[config.mk]
export PLATFORM = sky130hd
export DESIGN_NAME = radix_integer_parser
export DESIGN_NICKNAME = d
export VERILOG_FILES = /design/src/design/rip_pkg.sv /design/src/design/rip_front.sv /design/src/design/rip_queue.sv /design/src/design/rip_back.sv /design/src/design/radix_integer_parser.sv
export SDC_FILE = /design/constraint.sdc
export NUM_CORES = 1
export LEC_CHECK = 0
export BUFFER_PORTS_ARGS = -buffer_cell sky130_fd_sc_hd__clkbuf_2
export CAP_MARGIN = 20
export CORE_ASPECT_RATIO = 0.5
export CORE_MARGIN = 3
export CORE_UTILIZATION = 45
export CTS_BUF_LIST = sky130_fd_sc_hd__clkbuf_4
export DETAILED_ROUTE_END_ITERATION = 12
export GPL_TIMING_DRIVEN = 0
export PLACE_DENSITY = 0.68
export SLEW_MARGIN = 10
export SYNTH_ARGS = -nofsm -noshare
export SYNTH_HDL_FRONTEND = slang
export SYNTH_HIERARCHICAL = 1
export SYNTH_SLANG_ARGS = --single-unit
[constraint.sdc]
create_clock -name i_clk -period 12.75 [get_ports i_clk]
set_input_delay 2.55 -clock i_clk [delete_from_list [all_inputs] [get_ports i_clk]]
set_output_delay 2.55 -clock i_clk [all_outputs]
set_load 0.02 [all_outputs]
[src/design/rip_pkg.sv]
// Types, constants and codes of the radix integer parser.
package rip_pkg;

    localparam int MAX_LEN  = 4095;
    localparam int POS_W    = $clog2(MAX_LEN + 1);
    localparam int OFFSET_W = 12;
    localparam int VALUE_W  = 64;
    localparam int CFG_IDX_W  = 3;
    localparam int CFG_DATA_W = 6;

    localparam logic [CFG_IDX_W-1:0] CFG_BASE         = 3'd0;
    localparam logic [CFG_IDX_W-1:0] CFG_VALUE_WIDTH  = 3'd1;
    localparam logic [CFG_IDX_W-1:0] CFG_SIGNED_MODE  = 3'd2;
    localparam logic [CFG_IDX_W-1:0] CFG_ACCEPT_UPPER = 3'd3;
    localparam logic [CFG_IDX_W-1:0] CFG_ACCEPT_PLUS  = 3'd4;

    localparam logic [7:0] CH_0     = 8'h30;
    localparam logic [7:0] CH_9     = 8'h39;
    localparam logic [7:0] CH_LA    = 8'h61;
    localparam logic [7:0] CH_LZ    = 8'h7A;
    localparam logic [7:0] CH_UA    = 8'h41;
    localparam logic [7:0] CH_UZ    = 8'h5A;
    localparam logic [7:0] CH_MINUS = 8'h2D;
    localparam logic [7:0] CH_PLUS  = 8'h2B;

    localparam logic [5:0] BASE_MIN    = 6'd2;
    localparam logic [5:0] BASE_MAX    = 6'd36;
    localparam logic [5:0] BASE_RESET  = 6'd10;
    localparam logic [7:0] LETTER_OFFS = 8'd10;

    typedef enum logic [1:0] {
        ST_OK    = 2'd0,
        ST_INVAL = 2'd1,
        ST_RANGE = 2'd2
    } t_status;

    typedef enum logic [1:0] {
        K_SKIP  = 2'd0,
        K_MINUS = 2'd1,
        K_PLUS  = 2'd2,
        K_DIGIT = 2'd3
    } t_kind;

    typedef struct packed {
        logic [7:0] char_code;
        logic       last_char;
    } t_in_item;

    typedef struct packed {
        logic [VALUE_W-1:0]  value;
        t_status             status;
        logic [OFFSET_W-1:0] stop_offset;
    } t_out_item;

    // Classified character with the settings that were live when it arrived.
    typedef struct packed {
        t_kind      kind;
        logic [5:0] digit;
        logic       last;
        logic [5:0] base;
        logic       base_ok;
        logic [1:0] value_width;
        logic       signed_mode;
    } t_cls_item;

endpackage

[src/design/rip_front.sv]
// Front end: configuration registers, character decode and sign handling.
module rip_front (
    input  logic                              i_clk,
    input  logic                              i_rst_n,
    input  logic                              i_cfg_valid,
    output logic                              o_cfg_ready,
    input  logic [rip_pkg::CFG_IDX_W-1:0]     i_cfg_index,
    input  logic [rip_pkg::CFG_DATA_W-1:0]    i_cfg_data,
    input  logic                              i_in_valid,
    output logic                              o_in_stall,
    input  rip_pkg::t_in_item                 i_in_item,
    input  logic                              i_q_full,
    output logic                              o_push,
    output rip_pkg::t_cls_item                o_push_item
);

    logic [5:0] r_base;
    logic [1:0] r_value_width;
    logic       r_signed_mode;
    logic       r_accept_upper;
    logic       r_accept_plus;
    logic       r_at_start, n_at_start;
    logic       r_stopped, n_stopped;

    logic       accept;
    logic       base_ok;
    logic       is_num, is_low, is_up, raw_ok, digit_ok;
    logic [7:0] c, diff;
    logic       first;

    assign o_cfg_ready = 1'b1;
    assign o_in_stall  = i_q_full;
    assign accept      = i_in_valid && !i_q_full;
    assign c           = i_in_item.char_code;
    assign first       = r_at_start;

    always_ff @(posedge i_clk) begin
        if (!i_rst_n) begin
            r_base         <= rip_pkg::BASE_RESET;
            r_value_width  <= 2'd3;
            r_signed_mode  <= 1'b1;
            r_accept_upper <= 1'b0;
            r_accept_plus  <= 1'b0;
        end else if (i_cfg_valid) begin
            unique case (i_cfg_index)
                rip_pkg::CFG_BASE:         r_base         <= i_cfg_data;
                rip_pkg::CFG_VALUE_WIDTH:  r_value_width  <= i_cfg_data[1:0];
                rip_pkg::CFG_SIGNED_MODE:  r_signed_mode  <= i_cfg_data[0];
                rip_pkg::CFG_ACCEPT_UPPER: r_accept_upper <= i_cfg_data[0];
                rip_pkg::CFG_ACCEPT_PLUS:  r_accept_plus  <= i_cfg_data[0];
                default: ;
            endcase
        end
    end

    assign base_ok = (r_base >= rip_pkg::BASE_MIN) && (r_base <= rip_pkg::BASE_MAX);
    assign is_num  = (c >= rip_pkg::CH_0) && (c <= rip_pkg::CH_9);
    assign is_low  = (c >= rip_pkg::CH_LA) && (c <= rip_pkg::CH_LZ);
    assign is_up   = r_accept_upper && (c >= rip_pkg::CH_UA) && (c <= rip_pkg::CH_UZ);

    always_comb begin
        priority if (is_num) begin
            diff = c - rip_pkg::CH_0;
        end else if (is_low) begin
            diff = c - rip_pkg::CH_LA + rip_pkg::LETTER_OFFS;
        end else begin
            diff = c - rip_pkg::CH_UA + rip_pkg::LETTER_OFFS;
        end
    end

    assign raw_ok   = is_num || is_low || is_up;
    assign digit_ok = raw_ok && base_ok && (diff[5:0] < r_base);

    always_comb begin
        o_push_item.digit       = diff[5:0];
        o_push_item.last        = i_in_item.last_char;
        o_push_item.base        = r_base;
        o_push_item.base_ok     = base_ok;
        o_push_item.value_width = r_value_width;
        o_push_item.signed_mode = r_signed_mode;
        n_stopped               = r_stopped;
        priority if (r_stopped) begin
            o_push_item.kind = rip_pkg::K_SKIP;
        end else if (first && r_signed_mode && c == rip_pkg::CH_MINUS) begin
            o_push_item.kind = rip_pkg::K_MINUS;
        end else if (first && r_signed_mode && r_accept_plus && c == rip_pkg::CH_PLUS) begin
            o_push_item.kind = rip_pkg::K_PLUS;
        end else if (digit_ok) begin
            o_push_item.kind = rip_pkg::K_DIGIT;
        end else begin
            o_push_item.kind = rip_pkg::K_SKIP;
            n_stopped        = 1'b1;
        end
        n_at_start = 1'b0;
        if (i_in_item.last_char) begin
            n_at_start = 1'b1;
            n_stopped  = 1'b0;
        end
    end

    assign o_push = accept;

    always_ff @(posedge i_clk) begin
        if (!i_rst_n) begin
            r_at_start <= 1'b1;
            r_stopped  <= 1'b0;
        end else if (accept) begin
            r_at_start <= n_at_start;
            r_stopped  <= n_stopped;
        end
    end

endmodule

[src/design/rip_queue.sv]
// Two-entry queue of classified characters between front and back end.
module rip_queue (
    input  logic                i_clk,
    input  logic                i_rst_n,
    input  logic                i_push,
    input  rip_pkg::t_cls_item  i_push_item,
    output logic                o_full,
    output logic                o_valid,
    input  logic                i_pop,
    output rip_pkg::t_cls_item  o_item
);

    rip_pkg::t_cls_item r_mem [2];
    logic       r_wr_ptr;
    logic       r_rd_ptr;
    logic [1:0] r_count;
    logic       do_pop;

    assign o_full  = (r_count == 2'd2);
    assign o_valid = (r_count != 2'd0);
    assign o_item  = r_mem[r_rd_ptr];
    assign do_pop  = i_pop && o_valid;

    always_ff @(posedge i_clk) begin
        if (i_push) begin
            r_mem[r_wr_ptr] <= i_push_item;
        end
    end

    always_ff @(posedge i_clk) begin
        if (!i_rst_n) begin
            r_wr_ptr <= 1'b0;
            r_rd_ptr <= 1'b0;
            r_count  <= 2'd0;
        end else begin
            if (i_push) begin
                r_wr_ptr <= ~r_wr_ptr;
            end
            if (do_pop) begin
                r_rd_ptr <= ~r_rd_ptr;
            end
            r_count <= r_count + 2'(i_push) - 2'(do_pop);
        end
    end

endmodule

[src/design/rip_back.sv]
// Back end: range check, multiply-add accumulation and result register.
module rip_back (
    input  logic                i_clk,
    input  logic                i_rst_n,
    input  logic                i_q_valid,
    input  rip_pkg::t_cls_item  i_q_item,
    output logic                o_pop,
    output logic                o_out_valid,
    input  logic                i_out_stall,
    output rip_pkg::t_out_item  o_out_item
);

    logic [63:0]              r_acc, n_acc;
    logic                     r_neg, n_neg;
    logic [rip_pkg::POS_W-1:0] r_pos, n_pos;
    logic                     r_dig, n_dig;
    logic                     r_ovf, n_ovf;
    logic                     r_out_valid;
    rip_pkg::t_out_item       r_out_item, n_out_item;

    logic        out_free;
    logic        take_result;
    logic [63:0] umax, lim;
    logic [69:0] mac;
    logic        over;
    logic        advance;

    assign out_free    = !r_out_valid || !i_out_stall;
    assign o_pop       = i_q_valid && (!i_q_item.last || out_free);
    assign take_result = o_pop && i_q_item.last;

    always_comb begin
        unique case (i_q_item.value_width)
            2'd0: umax = 64'h0000_0000_0000_00FF;
            2'd1: umax = 64'h0000_0000_0000_FFFF;
            2'd2: umax = 64'h0000_0000_FFFF_FFFF;
            2'd3: umax = 64'hFFFF_FFFF_FFFF_FFFF;
            default: umax = 64'hFFFF_FFFF_FFFF_FFFF;
        endcase
        lim = i_q_item.signed_mode ? ((umax >> 1) + 64'(r_neg)) : umax;
    end

    // acc*base + d > lim is the same test as the guard/remainder compare, since d < base
    assign mac  = 70'(r_acc) * 70'(i_q_item.base) + 70'(i_q_item.digit);
    assign over = (mac > 70'(lim));

    always_comb begin
        n_acc   = r_acc;
        n_neg   = r_neg;
        n_dig   = r_dig;
        n_ovf   = r_ovf;
        advance = 1'b0;
        unique case (i_q_item.kind)
            rip_pkg::K_MINUS: begin
                n_neg   = 1'b1;
                advance = 1'b1;
            end
            rip_pkg::K_PLUS: begin
                advance = 1'b1;
            end
            rip_pkg::K_DIGIT: begin
                if (!r_ovf) begin
                    if (over) begin
                        n_ovf = 1'b1;
                    end else begin
                        n_acc = mac[63:0];
                    end
                end
                n_dig   = 1'b1;
                advance = 1'b1;
            end
            rip_pkg::K_SKIP: ;
            default: ;
        endcase
        n_pos = r_pos;
        if (advance && (r_pos < rip_pkg::POS_W'(rip_pkg::MAX_LEN))) begin
            n_pos = r_pos + 1'b1;
        end
    end

    always_comb begin
        n_out_item.value       = '0;
        n_out_item.stop_offset = '0;
        priority if (!i_q_item.base_ok || !n_dig) begin
            n_out_item.status = rip_pkg::ST_INVAL;
        end else if (n_ovf) begin
            n_out_item.status      = rip_pkg::ST_RANGE;
            n_out_item.stop_offset = rip_pkg::OFFSET_W'(n_pos);
        end else begin
            n_out_item.status      = rip_pkg::ST_OK;
            n_out_item.stop_offset = rip_pkg::OFFSET_W'(n_pos);
            n_out_item.value       = n_neg ? (64'd0 - n_acc) : n_acc;
        end
    end

    always_ff @(posedge i_clk) begin
        if (!i_rst_n) begin
            r_acc <= '0;
            r_neg <= 1'b0;
            r_pos <= '0;
            r_dig <= 1'b0;
            r_ovf <= 1'b0;
        end else if (o_pop) begin
            if (i_q_item.last) begin
                r_acc <= '0;
                r_neg <= 1'b0;
                r_pos <= '0;
                r_dig <= 1'b0;
                r_ovf <= 1'b0;
            end else begin
                r_acc <= n_acc;
                r_neg <= n_neg;
                r_pos <= n_pos;
                r_dig <= n_dig;
                r_ovf <= n_ovf;
            end
        end
    end

    always_ff @(posedge i_clk) begin
        if (!i_rst_n) begin
            r_out_valid <= 1'b0;
        end else if (out_free) begin
            r_out_valid <= take_result;
        end
    end

    always_ff @(posedge i_clk) begin
        if (take_result) begin
            r_out_item <= n_out_item;
        end
    end

    assign o_out_valid = r_out_valid;
    assign o_out_item  = r_out_item;

endmodule

[src/design/radix_integer_parser.sv]
// Radix integer parser: one character per item in, one parsed integer per string out.
//
// Input channel: i_in_valid / o_in_stall carry one character and a last-character
// marker; an item is taken at a clock edge with valid high and stall low.
// Output channel: o_out_valid / i_out_stall carry value, status and stop offset,
// one result for each character marked last.
// Configuration: i_cfg_valid / o_cfg_ready with a register index (0 base,
// 1 value width, 2 signed mode, 3 accept upper, 4 accept plus); ready is always
// high. Write only while no string is in flight.
// Throughput: one character per cycle while o_in_stall is low, held by the back end's accumulate step
// (64x6 multiply-add and limit compare feeding the accumulator).
// Result path: with the queue empty, the last character passes through the queue
// entry, then the output register, before the result is valid.
// Stalls: a stalled result holds in the output register; the two-entry queue
// keeps taking characters until it fills, then o_in_stall rises.
// Reset: synchronous, active low; loads the register defaults (base 10,
// 64 bits, signed) and empties the queue and the output register.
module radix_integer_parser (
    input  logic                           i_clk,
    input  logic                           i_rst_n,
    input  logic                           i_cfg_valid,
    output logic                           o_cfg_ready,
    input  logic [rip_pkg::CFG_IDX_W-1:0]  i_cfg_index,
    input  logic [rip_pkg::CFG_DATA_W-1:0] i_cfg_data,
    input  logic                           i_in_valid,
    output logic                           o_in_stall,
    input  rip_pkg::t_in_item              i_in_item,
    output logic                           o_out_valid,
    input  logic                           i_out_stall,
    output rip_pkg::t_out_item             o_out_item
);

    logic               push;
    rip_pkg::t_cls_item push_item;
    logic               q_full;
    logic               q_valid;
    logic               q_pop;
    rip_pkg::t_cls_item q_item;

    rip_front u_front (
        .i_clk       (i_clk),
        .i_rst_n     (i_rst_n),
        .i_cfg_valid (i_cfg_valid),
        .o_cfg_ready (o_cfg_ready),
        .i_cfg_index (i_cfg_index),
        .i_cfg_data  (i_cfg_data),
        .i_in_valid  (i_in_valid),
        .o_in_stall  (o_in_stall),
        .i_in_item   (i_in_item),
        .i_q_full    (q_full),
        .o_push      (push),
        .o_push_item (push_item)
    );

    rip_queue u_queue (
        .i_clk       (i_clk),
        .i_rst_n     (i_rst_n),
        .i_push      (push),
        .i_push_item (push_item),
        .o_full      (q_full),
        .o_valid     (q_valid),
        .i_pop       (q_pop),
        .o_item      (q_item)
    );

    rip_back u_back (
        .i_clk       (i_clk),
        .i_rst_n     (i_rst_n),
        .i_q_valid   (q_valid),
        .i_q_item    (q_item),
        .o_pop       (q_pop),
        .o_out_valid (o_out_valid),
        .i_out_stall (i_out_stall),
        .o_out_item  (o_out_item)
    );

endmodule

## Yosys cells after proc, flatten, opt, wreduce, memory -nomap -nowiden

Memory sizes are Yosys's and may differ from the RTL's. A register that Yosys moved wholly into a read port is not among the register bits.
Index checks and enable logic that the tools add are counted.

| word-level totals | value |
|---|---|
| register bits after elaboration | 175 |
| RAM bits | 38 |
| input bits | 23 |
| output and inout port bits | 81 |
| logic and storage cells | 130 |
| memories kept | 1 |

| cells by class | value |
|---|---|
| add/subtract/negate cells | 11 |
| $mul | 1 |
| magnitude comparators | 11 |
| equal/unequal tests | 13 |
| muxes and demuxes | 35 |
| bitwise logic cells | 2 |
| reduce and logical (&&, ||, !) cells | 37 |

Memories:

| name | words | width | rd ports | clocked after Yosys merged registers in | write ports | line | source |
|---|---|---|---|---|---|---|---|
| u_queue.r_mem | 2 | 19 | 1 | 1 | 1 | rip_queue.sv:13 | `rip_pkg::t_cls_item r_mem [2];` |

Operators with widths:

| operator | number |
|---|---|
| 2-to-1 mux 64 bit | 6 |
| one-hot mux 64 bit (4 select lines) | 1 |
| adder 70 x 6 -> 70 bit | 1 |
| greater-than comparator 70 x 64 -> 1 bit | 1 |
| multiplier 64 x 6 -> 70 bit | 1 |
| adder 63 x 1 -> 64 bit | 1 |
| subtractor 1 x 64 -> 64 bit (first input constant) | 1 |
| 2-to-1 mux 12 bit | 2 |
| 2-to-1 mux 1 bit | 19 |
| == test 8 x 6 -> 1 bit (second input constant) | 2 |
| >= comparator 8 x 7 -> 1 bit (second input constant) | 2 |
| less-or-equal comparator 8 x 7 -> 1 bit (second input constant) | 2 |
| logical AND 1 bit | 16 |
| 2-to-1 mux 14 bit | 1 |
| adder 12 x 1 -> 12 bit (second input constant) | 1 |
| adder 6 x 4 -> 6 bit (second input constant) | 2 |
| < comparator 12 bit (second input constant) | 1 |
| 2-to-1 mux 6 bit | 2 |
| subtractor 6 bit (second input constant) | 2 |
| == test 2 bit (second input constant) | 5 |
| AND reduction 2 bit | 5 |
| >= comparator 8 x 6 -> 1 bit (second input constant) | 1 |
| less-or-equal comparator 8 x 6 -> 1 bit (second input constant) | 1 |
| 2-to-1 mux 2 bit | 4 |
| 18 further kinds | 30 |

## Logic depth before layout (Yosys ltp)

| logic depth | value |
|---|---|
| depth after elaboration | 11 |
| depth in mapped cells | 47 |
| depth with buffers taken out | 39 |

## By module

The synthesis kept the hierarchy.

By module, submodules not included:

| module | instances | cells an instance | area an instance (sq um) | seq. area each (sq um) |
|---|---|---|---|---|
| rip_back | 1 | 3,073 | 25,394.4 | 3,943.8 |
| rip_queue | 1 | 82 | 1,667.8 | 1,241.2 |
| rip_front | 1 | 158 | 1,167.4 | 260.2 |

## Worst setup path before layout

No wires, ideal clock.

| timing | value |
|---|---|
| path type | reg-to-reg |
| from | reg with a tool-made name |
| to | reg u_back.r_out_item (netlist bit u_back/o_out_item[70]) (data pin) |
| setup time | 0.266 ns |
| arrival time | 9.724 ns |
| data required time | 12.484 ns |
| setup slack | 2.760 ns |
| stages on the path, launching flop included | 42 |
| path buffers | 8 |
| clock period less this slack | 9.990 ns |
| cell sequence | dfxtp_1 buf_6 buf_12 mux2_4 clkbuf_1 clkbuf_1 nand2_1 fa_1 fa_1 inv_1 fa_1 inv_1 fa_1 inv_1 ha_1 o211ai_1 o31ai_1 nand3_2 [... 6 more ...] nor4_1 nand4_1 or4_1 a311oi_2 and4_1 buf_6 buf_6 buf_2 mux2i_1 ha_1 clkbuf_1 nand4_1 nor4_1 nand4_1 a221oi_2 a31oi_1 xor2_1 nor2_1 |

RTL lines:

| what | line | source |
|---|---|---|
| end signal, assigned | rip_back.sv:130 | `r_out_item <= n_out_item;` |
| end, declared | rip_back.sv:19 | `rip_pkg::t_out_item r_out_item, n_out_item;` |

==> results.ini <==
[run_status]
status = finished clean

[die]
die_width_um = 360.2
die_footprint_um2 = 65960
initial_core_util = 0.4584
io_pins = 104
die_y_um = 183.1
number_of_placement_rows = 64
core_area_um2 = 61580

[grt]
grt_pass1_wl_um = 154500
number_of_global_route_vias_before_repair = 25750
antenna_found_initial = 5
grt-ovfl-total = 0
maximum_number_of_pins_on_one_net_before_global_route_repair = 62
track_usage = 0.3021

[clocking]
clkLatencyLatePin_ps = 800
clk_transition_reported_paths_ps = 60
htree_num_levels = 2
tritoncts_num_sinks = 214
number_of_buffers_between_clock_root_and_the_deepest_sink = 3
tritoncts_clock_tree = built
cts_buffers = 54
cts.root.buffer_cell = sky130_fd_sc_hd__clkbuf_4

[synthesis]
postSynthRegisterBits = 214
synth-async-reset-ratio = 0
netlist_instances = 3313
synth.yosys.warnings = 6
synth_enable_flop_cells = 116
post_synth_num_cell_types = 105
synth_area_leader_cell = sky130_fd_sc_hd__fa_1
postSynthNetCount = 3817
synth_top_family_by_area = adder cells
ys_dominant_reg_cell = sky130_fd_sc_hd__edfxtp_1
syn_avg_cell_area_um2 = 8.521
syn-cell-area_um2 = 28230
post_synth_xor_area_fraction = 0.03244
post_synth_fa_ha_maj_area_fraction = 0.2802
synth_compound_area_frac = 0.1496
synth_mux_area_frac = 0.03696
yosysTopAreaCellShare = 0.1787
synth.top_cells.by_area = sky130_fd_sc_hd__fa_1 (18%), sky130_fd_sc_hd__edfxtp_1 (12%), sky130_fd_sc_hd__ha_1 (10%)
post_synth_and_or_nand_nor_area_fraction = 0.2435
seq_area_frac_synth = 0.1929

[min_path]
hold_path.startpoint = u_front/r_value_width[1]
hold_class = reg -> reg

[layout]
fin_nets = 3984
flow.area_growth_from_synthesis_pct = 9.653
post_route_utilization = 0.5027
most-common-layout-cells = sky130_fd_sc_hd__nand2_1 (375), sky130_fd_sc_hd__and2_1 (284), sky130_fd_sc_hd__fa_1 (252)
fillers = 5904
postLayoutCellArea_um2 = 30950
post_layout_nonfiller_instances = 4356
drive_gt1_frac = 0.1132
most_common_cell_after_layout_fill_and_taps_aside = sky130_fd_sc_hd__nand2_1

[detailed_routing]
routed_wl_um = 101200
drtPass1Iterations = 7
detail_route.wl_per_cell_um = 23.23
remaining_drc_errors = 0
num_vias = 26620
drtIter0Drc = 3363
route.antenna.remaining_nets = 0
detail_route.vias_per_cell = 6.112

[timing]
timing_max_transition_violations_final = 0
slew-limit-headroom = 0.1798
setup_violations = 0
rsz_0062_raised_after_global_routing = no
skew_ps = 150.8
worst-slew-pin-transition_ps = 1228
setup-tns-final_ps = 0
min_period_ps = 12430
maximum_clock_frequency_ghz = 0.08047
hold_viol_final = 0
post-route-period-util = 0.9746

[worst_setup_path]
critical_path_class = reg -> reg
timing.critical_path.to = u_back/o_out_item[70]
setup.worst_path.end_class = register
slowest_stage_delay_on_critical_path_ps = 1000
crit_required_ps = 13230
crit_slowest_cell = sky130_fd_sc_hd__nor3b_1
rr_worst_depth = 37
worstPathMaxFanout = 10
cp-start-kind = register
setup.reg_to_reg.worst_slack_ps = 320
timing.critical_path.arrival_ps = 12900
timing.rr.end = u_back/o_out_item[70]

[placement]
post-place-cells = 4245
place.port_buffers = 102
hpwlAfterDp_um = 81340
post_place_cell_area_um2 = 29840
final_estimated_routing_congestion_in_global_placement = 1.013

[pwr]
power_density_nw_per_um2 = 112.4
report.power.total_mw = 3.479
power.static_leakage_nw = 14.07
ir_worst_vdd_mv = 0.09272

[flow_run]
maxCapViolCount = 0

synthesized netlist by cell type, types with 69 or more instances:
master	n
sky130_fd_sc_hd__nor3_1	74
sky130_fd_sc_hd__a21oi_1	170
sky130_fd_sc_hd__inv_1	217
sky130_fd_sc_hd__and2_1	284
sky130_fd_sc_hd__nor2_1	237
sky130_fd_sc_hd__fa_1	252
sky130_fd_sc_hd__nand2_1	375
sky130_fd_sc_hd__ha_1	229
sky130_fd_sc_hd__o21ai_0	142
sky130_fd_sc_hd__clkbuf_1	140
sky130_fd_sc_hd__edfxtp_1	116
sky130_fd_sc_hd__mux2i_1	69
sky130_fd_sc_hd__dfxtp_1	98
power by group:
part	internal (mW)	total (mW)	switching, mW
Sequential	0.864	0.903	0.0390
Clock	0.362	0.676	0.314
Combinational	0.524	1.90	1.38
Total	1.75	3.48	1.73
worst min path at each step:
stage	cells past startpoint	end	slack, ps
global placement	2	u_front/first	440
floorplan	2	u_front/first	420
global route	2	u_front/first	480
detailed placement	2	u_front/first	440
finish	0	u_queue/r_mem[1][2]	450
CTS	2	u_front/first	450
flip-flops by register name, summed over array words and instances, names as in the netlist, 2 cells and up, named ones only:
register and flops:
u_front/r_value_width 2, u_back/r_acc 64, u_queue/r_count 2, u_queue/r_mem 38, u_back/r_pos 12, u_back/o_out_item 78, u_front/r_base 6
worst max-delay path, delay by kind of cell, from the launching register on:
family	cells	cell delay (ps)
flops	1	330
mux	1	430
xor+xnor	1	300
buf+inv	5	1240
fa+ha+maj	7	2810
simple gates	10	3090
compound gates	13	4000
per-stage QoR:
| step | setup WS [ps] | hold slack, ps |
|---|---|---|
| after floorplan | 2760 | 415.3 |
| after global placement | -1963 | 435.8 |
| after detailed placement | -2019 | 442.1 |
| after CTS | 41.19 | 453.3 |
| after global routing | 29.02 | 476.9 |
| final | 323.2 | 451.3 |
repair_timing:
action	CTS	global route
buffers inserted	2	7
hold buffers	0	0
pin swaps	1	7
resized for setup	26	36
gates cloned	0	0
setup endpoints to repair	32	26
cell families after synthesis:
family | count (synthesis)
and+or+nand+nor | 1335
AOI/OAI and AO/OA | 650
adders and majority gates | 481
buffers and inverters | 432
DFF | 214
xor gates and xnor gates | 103
muxes | 97
other | 1
metal layers:
| metal | share of wire | wire length (µm) | GRT usage |
|---|---|---|---|
| met4 | 0.039 | 3908 | 0.1098 |
| met5 | 0.00019 | 19 | 0 |
| met3 | 0.12 | 12300 | 0.07748 |
| met1 | 0.43 | 43300 | 0.4290 |
| met2 | 0.41 | 41640 | 0.4442 |
cell type report:
class | count | area (µm²) | share of cell area
plain buffers | 208 | 1006 | 0.03250
clock buffers | 77 | 578.1 | 0.01867
multi-input cells | 2667 | 21200 | 0.6848
well taps | 825 | 1032 | 0.03335
diodes | 7 | 17.52 | 0.0005659
repair buffers | 118 | 656.9 | 0.02122
flip-flops and latches | 214 | 5445 | 0.1759
clock inverters | 23 | 205.2 | 0.006629
inverters | 217 | 817.0 | 0.02639
No activity file was read; power rests on OpenSTA's default activity.
